## config.mk

```make
export PLATFORM = sky130hd
export DESIGN_NAME = ppcs_height_step
export DESIGN_NICKNAME = d
export VERILOG_FILES = /design/src/hdl/ppcs_pkg.sv /design/src/hdl/ppcs_height_step.sv
export SDC_FILE = /design/constraint.sdc
export NUM_CORES = 1
export LEC_CHECK = 0
export BUFFER_PORTS_ARGS = -buffer_cell sky130_fd_sc_hd__buf_2
export CORE_ASPECT_RATIO = 1.1
export CORE_MARGIN = 3
export CORE_UTILIZATION = 53
export DETAILED_ROUTE_END_ITERATION = 7
export PLACE_DENSITY = 0.82
export SLEW_MARGIN = 20
export SYNTH_ARGS = -nofsm -noshare
export SYNTH_HDL_FRONTEND = slang
export SYNTH_SLANG_ARGS = --single-unit
```

## constraint.sdc

```tcl
create_clock -name vclk -period 2.43
set_input_delay 0.1215 -clock vclk [all_inputs]
set_output_delay 0.1215 -clock vclk [all_outputs]
set_load 0.03 [all_outputs]
```

## src/hdl/ppcs_pkg.sv

```systemverilog
// Shared types, field widths, register codes and defaults for the plane partition sweep unit.
`default_nettype none

package ppcs_pkg;

  // Default sizing of the height stores.
  localparam int DEF_MAX_ROWS    = 16;
  localparam int DEF_MAX_COLS    = 16;
  localparam int DEF_HEIGHT_BITS = 8;

  // Configuration port.
  localparam int CFG_IDX_W  = 2;
  localparam int CFG_DATA_W = 8;

  localparam logic [CFG_IDX_W-1:0] REG_ROW_COUNT = 2'd0;
  localparam logic [CFG_IDX_W-1:0] REG_COL_COUNT = 2'd1;
  localparam logic [CFG_IDX_W-1:0] REG_MAX_PART  = 2'd2;

  localparam int ROW_COUNT_W = 5;
  localparam int COL_COUNT_W = 5;
  localparam int MAX_PART_W  = 8;

  localparam logic [ROW_COUNT_W-1:0] ROW_COUNT_RESET = 5'd4;
  localparam logic [COL_COUNT_W-1:0] COL_COUNT_RESET = 5'd5;
  localparam logic [MAX_PART_W-1:0]  MAX_PART_RESET  = 8'd9;

  // Command and result word fields.
  localparam logic ACT_RESTART = 1'b0;
  localparam logic ACT_UPDATE  = 1'b1;

  localparam int CELL_W   = 4;
  localparam int HEIGHT_W = 8;
  localparam int VOLUME_W = 16;

  // Control for one height step: coin and which neighbours sit beyond the box edge.
  typedef struct packed {
    logic coin;
    logic vert_edge;
    logic horz_edge;
  } step_ctl_t;

endpackage

`default_nettype wire

```

## src/hdl/ppcs_height_step.sv

```systemverilog
// One coin step on one height grid: decides whether the cell gains or loses a cube.
`default_nettype none

module ppcs_height_step #(
  parameter int HEIGHT_BITS = ppcs_pkg::DEF_HEIGHT_BITS
) (
  input  wire logic [HEIGHT_BITS-1:0] cur,
  input  wire logic [HEIGHT_BITS-1:0] vert,
  input  wire logic [HEIGHT_BITS-1:0] horz,
  input  wire logic [HEIGHT_BITS-1:0] top,
  input  wire ppcs_pkg::step_ctl_t    ctl,
  output logic      [HEIGHT_BITS-1:0] next_height,
  output logic                        changed
);
  import ppcs_pkg::*;

  logic [HEIGHT_BITS-1:0] up_vert;
  logic [HEIGHT_BITS-1:0] up_horz;
  logic [HEIGHT_BITS-1:0] dn_vert;
  logic [HEIGHT_BITS-1:0] dn_horz;
  logic                   can_add;
  logic                   can_remove;

  // Beyond the top or left edge a neighbour counts as the maximal part,
  // beyond the bottom or right edge as zero.
  assign up_vert = ctl.vert_edge ? top : vert;
  assign up_horz = ctl.horz_edge ? top : horz;
  assign dn_vert = ctl.vert_edge ? '0 : vert;
  assign dn_horz = ctl.horz_edge ? '0 : horz;

  assign can_add    = (up_vert > cur) && (up_horz > cur);
  assign can_remove = (cur > dn_vert) && (cur > dn_horz);

  always_comb begin
    if (ctl.coin) begin
      changed     = can_add;
      next_height = can_add ? cur + HEIGHT_BITS'(1) : cur;
    end else begin
      changed     = can_remove;
      next_height = can_remove ? cur - HEIGHT_BITS'(1) : cur;
    end
  end

endmodule

`default_nettype wire
```

; Word level (Yosys, flattened, before mapping)
; Cells that the tools add are included.
[op_classes]
n_addsub = 2
order_cmp = 4
mux = 8
reduce_logical = 2
[ops]
columns = operator, n
row1 = $mux W8, 7
row2 = $gt A8 B8 Y1, 4
row3 = $add A8 B1 Y8 const B, 1
row4 = $sub A8 B1 Y8 const B, 1
row5 = $logic_and A1 B1 Y1, 2
row6 = $mux W1, 1
[totals]
ff_bits = 0
in_bits = 35
output_inout_bits = 9
word_cells = 16

; Longest topological paths before layout
[depth]
ltp_word = 5
mapped_depth = 12
mapped_depth_nobuf = 10

; Worst setup path after synthesis
; Ideal clock, no wire load.
[synth_path]
kind = input port to output port
startpoint = in ctl[0] in the netlist's numbering
endpoint = out next_height[0]
arrival_ns = 2.492
required_ns = 2.309
setup_slack_ns = -0.183
cell_stages = 12
path_buffers = 2
path_cell_list = clkbuf_1 nand2b_1 nand2_1 ha_1 nor2b_2 o211ai_1 a21oi_1 a211oi_1 or4_4 buf_6 nand2_1 xnor2_1
[synth_between]
elab_chain_cells = 5
word_cells_on_any_way = 9
classes_between = 2 x order compare / 5 x mux / 2 x reduce/logical
[synth_rtl]
columns = element, line_no
row1 = "start, declared", ppcs_height_step.sv:11  ; input wire ppcs_pkg::step_ctl_t ctl,
row2 = $mux W8 (on tied branches), "ppcs_height_step.sv:29, ppcs_height_step.sv:27"
row3 = $gt A8 B8 Y1 (on tied branches), "ppcs_height_step.sv:32, ppcs_height_step.sv:31"
row4 = $logic_and A1 B1 Y1 (on tied branches), "ppcs_height_step.sv:32, ppcs_height_step.sv:31"
row5 = $mux W8 (on tied branches), "ppcs_height_step.sv:40, ppcs_height_step.sv:37"
row6 = $mux W8 *, ppcs_height_step.sv:35  ; if (ctl.coin) begin
row7 = "end, declared", ppcs_height_step.sv:12  ; output logic [HEIGHT_BITS-1:0] next_height,
; Mark *: on every way between the ends. The rest lies on a longest branch, timed or not.

; Worst setup path after layout
[layout_path]
startpoint = in ctl[0] in the netlist's numbering
endpoint = out next_height[1]
; Same word-level chain as after synthesis.

==> impl_metrics.tcl <==
set metrics [dict create \
    crit_family "simple AND/OR/NAND/NOR gates" \
    grt_pass1_wl_um 6650 \
    min_from "cur[5]" \
    slowest_stage "or4_4" \
    startpoint "ctl[0]" \
    drv_cap 0 \
    io_pins 44 \
    vias 1738 \
    fmax_mhz 397 \
    maxSlewHeadroom 0.711 \
    cp-end-kind "output port" \
    critical_path_depth 12 \
    syn_area_per_cell_um2 6.95 \
    synth_commonest_cells "nand2_1 (35), ha_1 (34), a21oi_1 (14), nand2b_1 (14), nand3_1 (12)" \
    die_area_mm2 0.00285 \
    setup_viol 4 \
    p_leak_nw 0.927 \
    syn-cell-area_mm2 0.00119 \
    worst-path-max-fanout 15 \
    ant_nets 0 \
    die_h_um 55.7 \
    crit_top_cell "nand2_1" \
    num_rows 17 \
    power_mw 0.429 \
    post-route-cell-area_mm2 0.00189 \
    antenna_found_initial 0 \
    ys_seq_area_frac 0 \
    tightest_slew_ns 0.429 \
    grt_use_total 0.287 \
    detail_route.wl_per_cell_um 20.6 \
    worst-path-buf-inv 3 \
    nNetsFinal 309 \
    syn-instance-count 171 \
    drt-vias-per-instance 6.53 \
    rsz0062_at_grt "yes" \
    cp-start-kind "input pin" \
    yosysMostFrequentCell "nand2_1" \
    drive_gt1_frac 0.454 \
    dpl_cell_area_mm2 0.00165 \
    worst_hold_path.num_cells 4 \
    synth_cell_types 27 \
    layout_setup_ws_ns -0.0880 \
    dp_hpwl_um 3260 \
    routed_wl_um 5480 \
    critPathArrivalTime_ns 2.40 \
    finalCritPeriodShare 1.04 \
    slew_violations 0 \
    cts_hold_buffers 0 \
    synth_top_cell_area_share 0.358 \
    coreArea_mm2 0.00206 \
    layout_min_cycle_time_ns 2.52 \
    critical_path_required_ns 2.31 \
    io_buffers 44 \
    area_growth_syn_to_layout_pct 59.4 \
    ir_drop_mv 0.145 \
    status "finished, violations left" \
    clock_buffers 0 \
    dr.first_iter.drc_count 107 \
    fill_cells 85 \
    drtPass1Iterations 4 \
    worstSetupPathType "input pin to output port" \
    synthesis.nets 240 \
    nFlopsAndLatches 0 \
    initial_core_util 0.576 \
    drc_errors 0 \
    cpPeakStageDelay_ns 0.59 \
    grt_max_degree 16 \
    gp_congestion 0.867 \
    power_density_mw_per_mm2 226 \
    synth_warnings 0 \
    hold_class "input pin to output port" \
    n_antenna_cell 0 \
    grt_pass1_vias 1628 \
    hold_viol 0 \
    synth_area_leaders "ha_1 (36%), nand2_1 (11%), nand2b_1 (7.4%), a21oi_1 (5.9%), nand4_1 (5.3%)" \
    fin_hold_ws_ns 0.751 \
    yosysTopAreaCell "ha_1" \
    violations "negative setup slack" \
    worstPathCellList "buf_8 > buf_4 > nand2_1 > nand2_1 > ha_1 > nand4_1 > a21oi_2 > a211oi_2 > or4_4 > a221oi_2 > a31oi_2 > buf_6" \
    fp.dieW_um 51.2 \
    gr-total-overflow 0 \
    regArea_um2 0 \
]
==> cell families after synthesis <==
logic type,count (synthesis),synth area share
fa+ha+maj,34,0.358
buf+inv,12,0.0442
xor+xnor,7,0.0516
compound gates,32,0.184
simple gates,86,0.362
==> metal layers <==
metal / GRT usage / vias up / share of wire / wire length (um)
met5: 0 / - / 0 / 0
met4: 0.108 / 0 / 0.054 / 294
met3: 0.0161 / 32 / 0.078 / 425
met2: 0.529 / 142 / 0.50 / 2760
met1: 0.335 / 800 / 0.36 / 2000
li1: - / 764 / - / -
==> area by class of cell <==
class,count,area [um^2],area share
multi-input combinational,160,1360,0.715
timing repair buffer,69,470,0.248
tap,28,35.0,0.0185
inverter,9,33.8,0.0178
==> power by group <==
group | internal (mW) | total (mW) | switching, mW
clock network | 0 | 0 | 0
logic | 0.192 | 0.429 | 0.237
registers | 0 | 0 | 0
total | 0.192 | 0.429 | 0.237
==> worst paths after layout <==
check             slack [ns]             end
setup / recovery       -0.09  next_height[1]
hold / removal          0.75  next_height[5]
==> cell usage in the layout (no fill, tap or decap), drive strengths merged, types with 2 or more instances in the layout <==
cell type / netlist / final
ha: 34 / 34
o21ai: 2 / 2
o211ai: 4 / 4
buf: 1 / 67
nor3: 4 / 4
xnor2: 7 / 7
inv: 9 / 9
nand2b: 14 / 14
or4: 1 / 2
a211oi: 2 / 2
clkbuf: 2 / 2
o22ai: 5 / 5
nor2b: 6 / 6
nand2: 35 / 35
nor2: 3 / 3
nand3: 12 / 12
a21oi: 14 / 14
nand4: 10 / 10
==> stage by stage <==
stage                     std cells   util  setup slack, ns  setup TNS [ns]
after floorplan                 171      -          -0.0771         -0.0771
after global placement          263  0.799          -0.0613          -0.268
after detailed placement        263  0.799           -0.116          -0.731
after CTS                       264  0.827         -0.00423        -0.00423
after global routing            266  0.918           -0.127          -0.632
final                           266  0.918          -0.0880          -0.222
==> repair_timing <==
action / CTS / global route
endpoints found under the setup margin: 8 / 9
resized for setup: 11 / 33
gates cloned: 1 / 1
pin swaps: 2 / 15
setup buffers: 0 / 1
Power figures use the tool's default switching activity.
